$ cat config.mk
export PLATFORM = sky130hd
export DESIGN_NAME = sib_blend_pipe_flat
export DESIGN_NICKNAME = d
export VERILOG_FILES = /design/src/sib_pkg.sv /design/src/sib_if.sv /design/src/sib_blend_pipe.sv /design/src/flat_wrapper.sv
export SDC_FILE = /design/constraint.sdc
export NUM_CORES = 1
export LEC_CHECK = 0
export BUFFER_PORTS_ARGS = -buffer_cell sky130_fd_sc_hd__clkbuf_2
export CORE_MARGIN = 1.5
export CORE_UTILIZATION = 40
export CTS_CLUSTER_SIZE = 8
export DETAILED_ROUTE_END_ITERATION = 7
export MAX_ROUTING_LAYER = met4
export PLACE_DENSITY_LB_ADDON = 0.2
export SETUP_SLACK_MARGIN = 0.2
export SKIP_LAST_GASP = 1
export SLEW_MARGIN = 25
export SYNTH_ARGS = -nofsm -noshare
export SYNTH_HDL_FRONTEND = slang
export SYNTH_SLANG_ARGS = --single-unit
$ cat constraint.sdc
create_clock -name clock -period 5.6 [get_ports clock]
set_input_delay 1.12 -clock clock [delete_from_list [all_inputs] [get_ports clock]]
set_output_delay 1.12 -clock clock [all_outputs]
set_load 0.1 [all_outputs]
$ cat src/sib_pkg.sv
// Shared types and constants for the interframe blend block.
// Depends on nothing; every other file of the block refers to it by scoped names.
`timescale 1ns / 1ps

package sib_pkg;

   localparam int PIXEL_WIDTH = 32;
   localparam int FRAME_PIXELS_DEFAULT = 65536;
   localparam int NUM_STORES = 3;
   localparam logic [PIXEL_WIDTH-1:0] BLEND_MASK_RESET = 32'h00fe_fefe;

   // Physical frame store numbers.
   localparam int STORE_A = 0;
   localparam int STORE_B = 1;
   localparam int STORE_C = 2;

   // Role rotation of the three frame stores.
   typedef enum logic [1:0] {
      PHASE_0 = 2'd0,
      PHASE_1 = 2'd1,
      PHASE_2 = 2'd2
   } sib_phase_type;

   // Request as it waits for the frame store read data.
   typedef struct packed {
      logic [PIXEL_WIDTH-1:0] pixel;
      logic                   frame_end;
      sib_phase_type          phase;
   } sib_s1_type;

   // Comparison results and halved terms ahead of the final add.
   typedef struct packed {
      logic [PIXEL_WIDTH-1:0] pixel;
      logic                   frame_end;
      logic                   ne_one_two;
      logic                   ne_three_cur;
      logic                   eq_cur_two;
      logic                   eq_one_three;
      logic [PIXEL_WIDTH-1:0] half_cur;
      logic [PIXEL_WIDTH-1:0] half_one;
   } sib_s2_type;

endpackage

$ cat src/sib_if.sv


interface sib_rsp_if;
   logic                            valid;
   logic                            ready;
   logic [sib_pkg::PIXEL_WIDTH-1:0] pixel_out;
   logic                            frame_end_out;

   modport source (output valid, output pixel_out, output frame_end_out, input ready);
   modport sink (input valid, input pixel_out, input frame_end_out, output ready);
endinterface

$ cat src/sib_blend_pipe.sv
// Compare and blend stages: flicker test on the frame history and the masked average.
// Depends on sib_pkg and sib_if; fed by the frame store read stage of the top level.
`timescale 1ns / 1ps

module sib_blend_pipe (
   input  logic                            clock,
   input  logic                            reset,
   input  logic                            s1_valid,
   input  sib_pkg::sib_s1_type             s1_data,
   input  logic [sib_pkg::PIXEL_WIDTH-1:0] store_data [sib_pkg::NUM_STORES],
   input  logic [sib_pkg::PIXEL_WIDTH-1:0] blend_mask,
   output logic                            s2_ready,
   sib_rsp_if.source                       rsp_chan
);

   logic [sib_pkg::PIXEL_WIDTH-1:0] one_ago;
   logic [sib_pkg::PIXEL_WIDTH-1:0] two_ago;
   logic [sib_pkg::PIXEL_WIDTH-1:0] three_ago;
   logic                            s2_en;
   logic                            s3_en;
   logic                            s2_valid_ff;
   logic                            s2_valid_in;
   sib_pkg::sib_s2_type             s2_ff;
   sib_pkg::sib_s2_type             s2_in;
   logic                            s3_valid_ff;
   logic                            s3_valid_in;
   logic [sib_pkg::PIXEL_WIDTH-1:0] s3_pixel_ff;
   logic [sib_pkg::PIXEL_WIDTH-1:0] s3_pixel_in;
   logic                            s3_frame_end_ff;
   logic                            flicker;

   assign s3_en    = !s3_valid_ff || rsp_chan.ready;
   assign s2_en    = !s2_valid_ff || s3_en;
   assign s2_ready = s2_en;

   // Map the physical stores onto their roles for the request's phase.
   always_comb begin
      unique case (s1_data.phase)
         sib_pkg::PHASE_0: begin
            one_ago   = store_data[sib_pkg::STORE_A];
            two_ago   = store_data[sib_pkg::STORE_B];
            three_ago = store_data[sib_pkg::STORE_C];
         end
         sib_pkg::PHASE_1: begin
            one_ago   = store_data[sib_pkg::STORE_C];
            two_ago   = store_data[sib_pkg::STORE_A];
            three_ago = store_data[sib_pkg::STORE_B];
         end
         sib_pkg::PHASE_2: begin
            one_ago   = store_data[sib_pkg::STORE_B];
            two_ago   = store_data[sib_pkg::STORE_C];
            three_ago = store_data[sib_pkg::STORE_A];
         end
         default: begin
            one_ago   = store_data[sib_pkg::STORE_A];
            two_ago   = store_data[sib_pkg::STORE_B];
            three_ago = store_data[sib_pkg::STORE_C];
         end
      endcase
   end

   always_comb begin
      s2_in.pixel        = s1_data.pixel;
      s2_in.frame_end    = s1_data.frame_end;
      s2_in.ne_one_two   = (one_ago != two_ago);
      s2_in.ne_three_cur = (three_ago != s1_data.pixel);
      s2_in.eq_cur_two   = (s1_data.pixel == two_ago);
      s2_in.eq_one_three = (one_ago == three_ago);
      s2_in.half_cur     = (s1_data.pixel & blend_mask) >> 1;
      s2_in.half_one     = (one_ago & blend_mask) >> 1;
   end

   assign s2_valid_in = s2_en ? s1_valid : s2_valid_ff;

   assign flicker = s2_ff.ne_one_two && s2_ff.ne_three_cur &&
                    (s2_ff.eq_cur_two || s2_ff.eq_one_three);

   // Both halves stay below 2^31, so the sum cannot carry out.
   assign s3_pixel_in = flicker ? (s2_ff.half_cur + s2_ff.half_one) : s2_ff.pixel;
   assign s3_valid_in = s3_en ? s2_valid_ff : s3_valid_ff;

   always_ff @(posedge clock) begin
      if (reset) begin
         s2_valid_ff <= 1'b0;
         s3_valid_ff <= 1'b0;
      end else begin
         s2_valid_ff <= s2_valid_in;
         s3_valid_ff <= s3_valid_in;
      end
   end

   always_ff @(posedge clock) begin
      if (s2_en) begin
         s2_ff <= s2_in;
      end
      if (s3_en) begin
         s3_pixel_ff     <= s3_pixel_in;
         s3_frame_end_ff <= s2_ff.frame_end;
      end
   end

   assign rsp_chan.valid         = s3_valid_ff;
   assign rsp_chan.pixel_out     = s3_pixel_ff;
   assign rsp_chan.frame_end_out = s3_frame_end_ff;

endmodule
$ cat src/flat_wrapper.sv
// flat-port wrapper written by rule: the top's interface ports become plain ports
module sib_blend_pipe_flat 
  (clock, reset, s1_valid, s1_data, store_data, blend_mask, s2_ready, rsp_chan_valid, rsp_chan_pixel_out, rsp_chan_frame_end_out, rsp_chan_ready);
  sib_rsp_if rsp_chan_i ();
  input  logic clock;
  input  logic reset;
  input  logic s1_valid;
  input  sib_pkg::sib_s1_type s1_data;
  input  logic [sib_pkg::PIXEL_WIDTH-1:0] store_data[sib_pkg::NUM_STORES];
  input  logic [sib_pkg::PIXEL_WIDTH-1:0] blend_mask;
  output logic s2_ready;
  output wire logic [$bits(rsp_chan_i.valid)-1:0] rsp_chan_valid;
  output wire logic [$bits(rsp_chan_i.pixel_out)-1:0] rsp_chan_pixel_out;
  output wire logic [$bits(rsp_chan_i.frame_end_out)-1:0] rsp_chan_frame_end_out;
  input wire logic [$bits(rsp_chan_i.ready)-1:0] rsp_chan_ready;
  assign rsp_chan_valid = rsp_chan_i.valid;
  assign rsp_chan_pixel_out = rsp_chan_i.pixel_out;
  assign rsp_chan_frame_end_out = rsp_chan_i.frame_end_out;
  assign rsp_chan_i.ready = rsp_chan_ready;
  sib_blend_pipe u_core (.clock(clock), .reset(reset), .s1_valid(s1_valid), .s1_data(s1_data), .store_data(store_data), .blend_mask(blend_mask), .s2_ready(s2_ready), .rsp_chan(rsp_chan_i));
endmodule
==> summary.txt <==
Outcome
  • Status: finished, final reports clean

Yosys
  • Synthesis Warnings: 0
  • Mapped Nets: 1494
  • Post-synthesis average cell area: 8.74 sq um
  • Ranking of synthesized cells by area: edfxtp_1, xnor2_1, nand2_1
  • Synth area leader: edfxtp_1
  • Post-synth cell types: 67
  • Syn Std Cell Area: 11300 sq um
  • Sequential area share after synthesis: 0.354
  • Area share of the largest cell type after synthesis: 0.351
  • Top_reg_cell synth: edfxtp_1
  • Post-Synthesis Cells: 1293
  • Post-synth ARST share: 0
  • Number of flops mapped to enable cells by yosys: 132
  • Post-synthesis register bit count: 134

Routing
  • Detailed-route vias per instance: 5.88
  • Initial DRC count: 1133
  • Routed wl met2: 18.5 mm
  • WL met3: 2.98 mm
  • DRT antenna net count: 0
  • Vias: 10500
  • # DRC: 0
  • Pre-antenna DRT Iters: 6
  • Highest routed layer: met4
  • Metal-1 WL: 18.5 mm
  • Wire length per cell: 23.2 um
  • Routed Wire Length: 41.5 mm

Timing
  • RSZ-0062 raised after global routing: no
  • Slew at the pin with the worst max-slew slack: 1.24 ns
  • Final Hold Viols: 0
  • # setup viols final: 0
  • Slew HR: 0.167
  • Minimum clock period: 3.86 ns
  • Setup TNS: 0 ns
  • Fmax: 259 MHz
  • Skew final: 0.0120 ns
  • Final Max Tran Viols: 0
  • Tcrit/Tclk final: 0.690

Cells and area
  • Final Instance Area: 12900 sq um
  • Nets@finish: 1599
  • Area Overhead vs Synth: 14.0%
  • Share of cells above drive strength 1: 0.187
  • Final Util: 0.464
  • Post-layout instance count excluding filler cells: 1790
  • Most common cell after layout, fill and taps aside: clkbuf_2
  • Most frequent cells in the layout: clkbuf_2, nand2_1, edfxtp_1

Critical path
  • Worst-path cell chain: clkbuf_2, inv_1, ha_4, clkinv_2, o21ai_0, xor2_1, nor3_1, nand2_1, or4_1, nor4_2
  • Worst setup SP type: primary input
  • Worst-path cell with the longest stage delay: o21ai_0
  • Arrival time at the worst endpoint: 4.12 ns
  • Worst Setup End Kind: flip-flop
  • Crit path max fanout: 31
  • Critical path class: in -> reg
  • Req. time, crit path: 5.86 ns
  • Slowest stage delay, CP: 0.97 ns

Clocking
  • Clk sink count: 134
  • Clock Path Buffers: 2
  • CTS Hold Bufs: 0
  • CTS tree: built
  • Clock transition at path regs: 0.07 ns
  • # Post-CTS Setup Buffers: 0
  • Root Buffer: clkbuf_16
  • Worst-Skew Late Latency: 0.43 ns
  • # resized after CTS: 0
  • H-Tree Depth: 4
  • Num CTS Buffers: 17

Global routing
  • First-pass GRT wire length: 60.5 mm
  • Number of global-route vias before repair: 9721
  • GRT overflow: 0
  • GR Util All Layers: 0.294
  • Largest net degree at the start of global routing: 82
  • Initial antenna violation count: 1

Placement
  • Dpl cells: 1757
  • Hpwl dp: 33.1 mm
  • Input/output buffers: 200
  • Post-DP Area: 12300 sq um
  • Routability Congestion: 1.01

Power
  • PnR Total Power: 0.00342 W
  • P per Cell Area: 266 nW/um^2
  • Pleak: 5.00 nW
  • Max VDD drop: 0.185 mV

Floorplanning
  • Die height: 171 um
  • IO Pins: 202
  • Initial Util: 0.407
  • Row count: 61
  • Core area: 27800 sq um
  • Die Span X: 171 um
  • Die area: 29300 sq um

Worst hold path
  • Hold WC Path Type: reg -> reg

Job
  • Max-Cap Viols: 0
[per-stage QoR]
stage               setup slack, ns  hold WS, ns
floorplan                     0.593        0.400
global placement               1.40        0.406
detailed placement             1.34        0.412
CTS                            1.79        0.426
global route                   1.60        0.439
finish                         1.74        0.421
[worst max-delay path, delay by kind of cell]
family / cells / cell delay (ns)
adder cells (fa/ha/maj): 1 / 0.36
buffers and inverters: 3 / 0.52
XOR/XNOR: 1 / 0.22
AO/OA/AOI/OAI: 1 / 0.97
AND/OR/NAND/NOR: 4 / 0.92
[final timing paths]
check / start / end / slack, ns / cells past startpoint
worst max-delay path: s1_data[0] / u_core.s2_ff[64] / 1.74 / 10
worst min-delay path: u_core.s2_ff[68] / u_core.rsp_chan.frame_end_out / 0.42 / 0
worst max register to register: u_core.s2_ff[0] / u_core.rsp_chan.pixel_out[30] / 2.32 / 10
worst min register to register: u_core.s2_ff[68] / u_core.rsp_chan.frame_end_out / 0.42 / 0
[layer usage]
| layer | global-route usage | vias up |
|---|---|---|
| met3 | 0.0393 | 62 |
| met5 | - | - |
| met4 | 0.118 | 0 |
| met2 | 0.436 | 471 |
| li1 | - | 4968 |
| met1 | 0.403 | 5018 |
[cell usage after synthesis (all sizes together), types with 3 or more instances]
| cell type | count |
|---|---|
| nor3 | 13 |
| o2111ai | 4 |
| clkbuf | 74 |
| buf | 51 |
| inv | 26 |
| a22oi | 18 |
| a211oi | 5 |
| nand4 | 23 |
| nand2b | 6 |
| or4 | 7 |
| o21bai | 5 |
| xor2 | 59 |
| a221o | 26 |
| a221oi | 8 |
| a21oi | 52 |
| nand3 | 47 |
| o211ai | 6 |
| nor4 | 24 |
| o31ai | 9 |
| o21a | 9 |
| or3 | 3 |
| o21ai | 132 |
| nor2b | 19 |
| ha | 33 |
| and3 | 7 |
| o221ai | 3 |
| a21o | 14 |
| edfxtp | 132 |
| o311ai | 3 |
| nor2 | 25 |
| o22ai | 25 |
| nand2 | 187 |
| nor3b | 5 |
| and2 | 33 |
| xnor2 | 120 |
| o22a | 34 |
| a31oi | 23 |
[final cells by class]
cell class / count / area, sq um
Tap cell: 378 / 473
Fill cell: 2820 / 14900
Inverter: 26 / 98.8
Multi-Input combinational cell: 1008 / 6650
Clock inverter: 11 / 103
Timing Repair Buffer: 211 / 1080
Sequential cell: 134 / 4000
Clock buffer: 21 / 470
Antenna cell: 1 / 2.50
[cell families (layout without fill, tap and decap cells)]
| group | count (synthesis) | after routing | share of synthesized area |
|---|---|---|---|
| compound gates | 393 | 393 | 0.235 |
| xor+xnor | 179 | 179 | 0.139 |
| fa+ha+maj | 34 | 34 | 0.0383 |
| buf+inv | 151 | 269 | 0.0600 |
| flops | 134 | 134 | 0.354 |
| mux | 2 | 2 | 0.00188 |
| other cells | 0 | 1 | 0 |
| simple gates | 400 | 400 | 0.171 |
[registers in the layout, summed over array words and instances, names as in the netlist]
register and flops:
u_core.s2_ff 99, u_core.rsp_chan.pixel_out 32, u_core.rsp_chan.frame_end_out 1, u_core.rsp_chan.valid 1, u_core.s2_valid_ff 1
[report_power, final]
group	leakage (nW)	switching [W]	total (W)	internal (W)
clock network	0.275	0.000439	0.00108	0.000646
registers	1.47	0.0000251	0.00121	0.00118
logic	3.26	0.000772	0.00113	0.000357
Power figures use the tool's default switching activity.
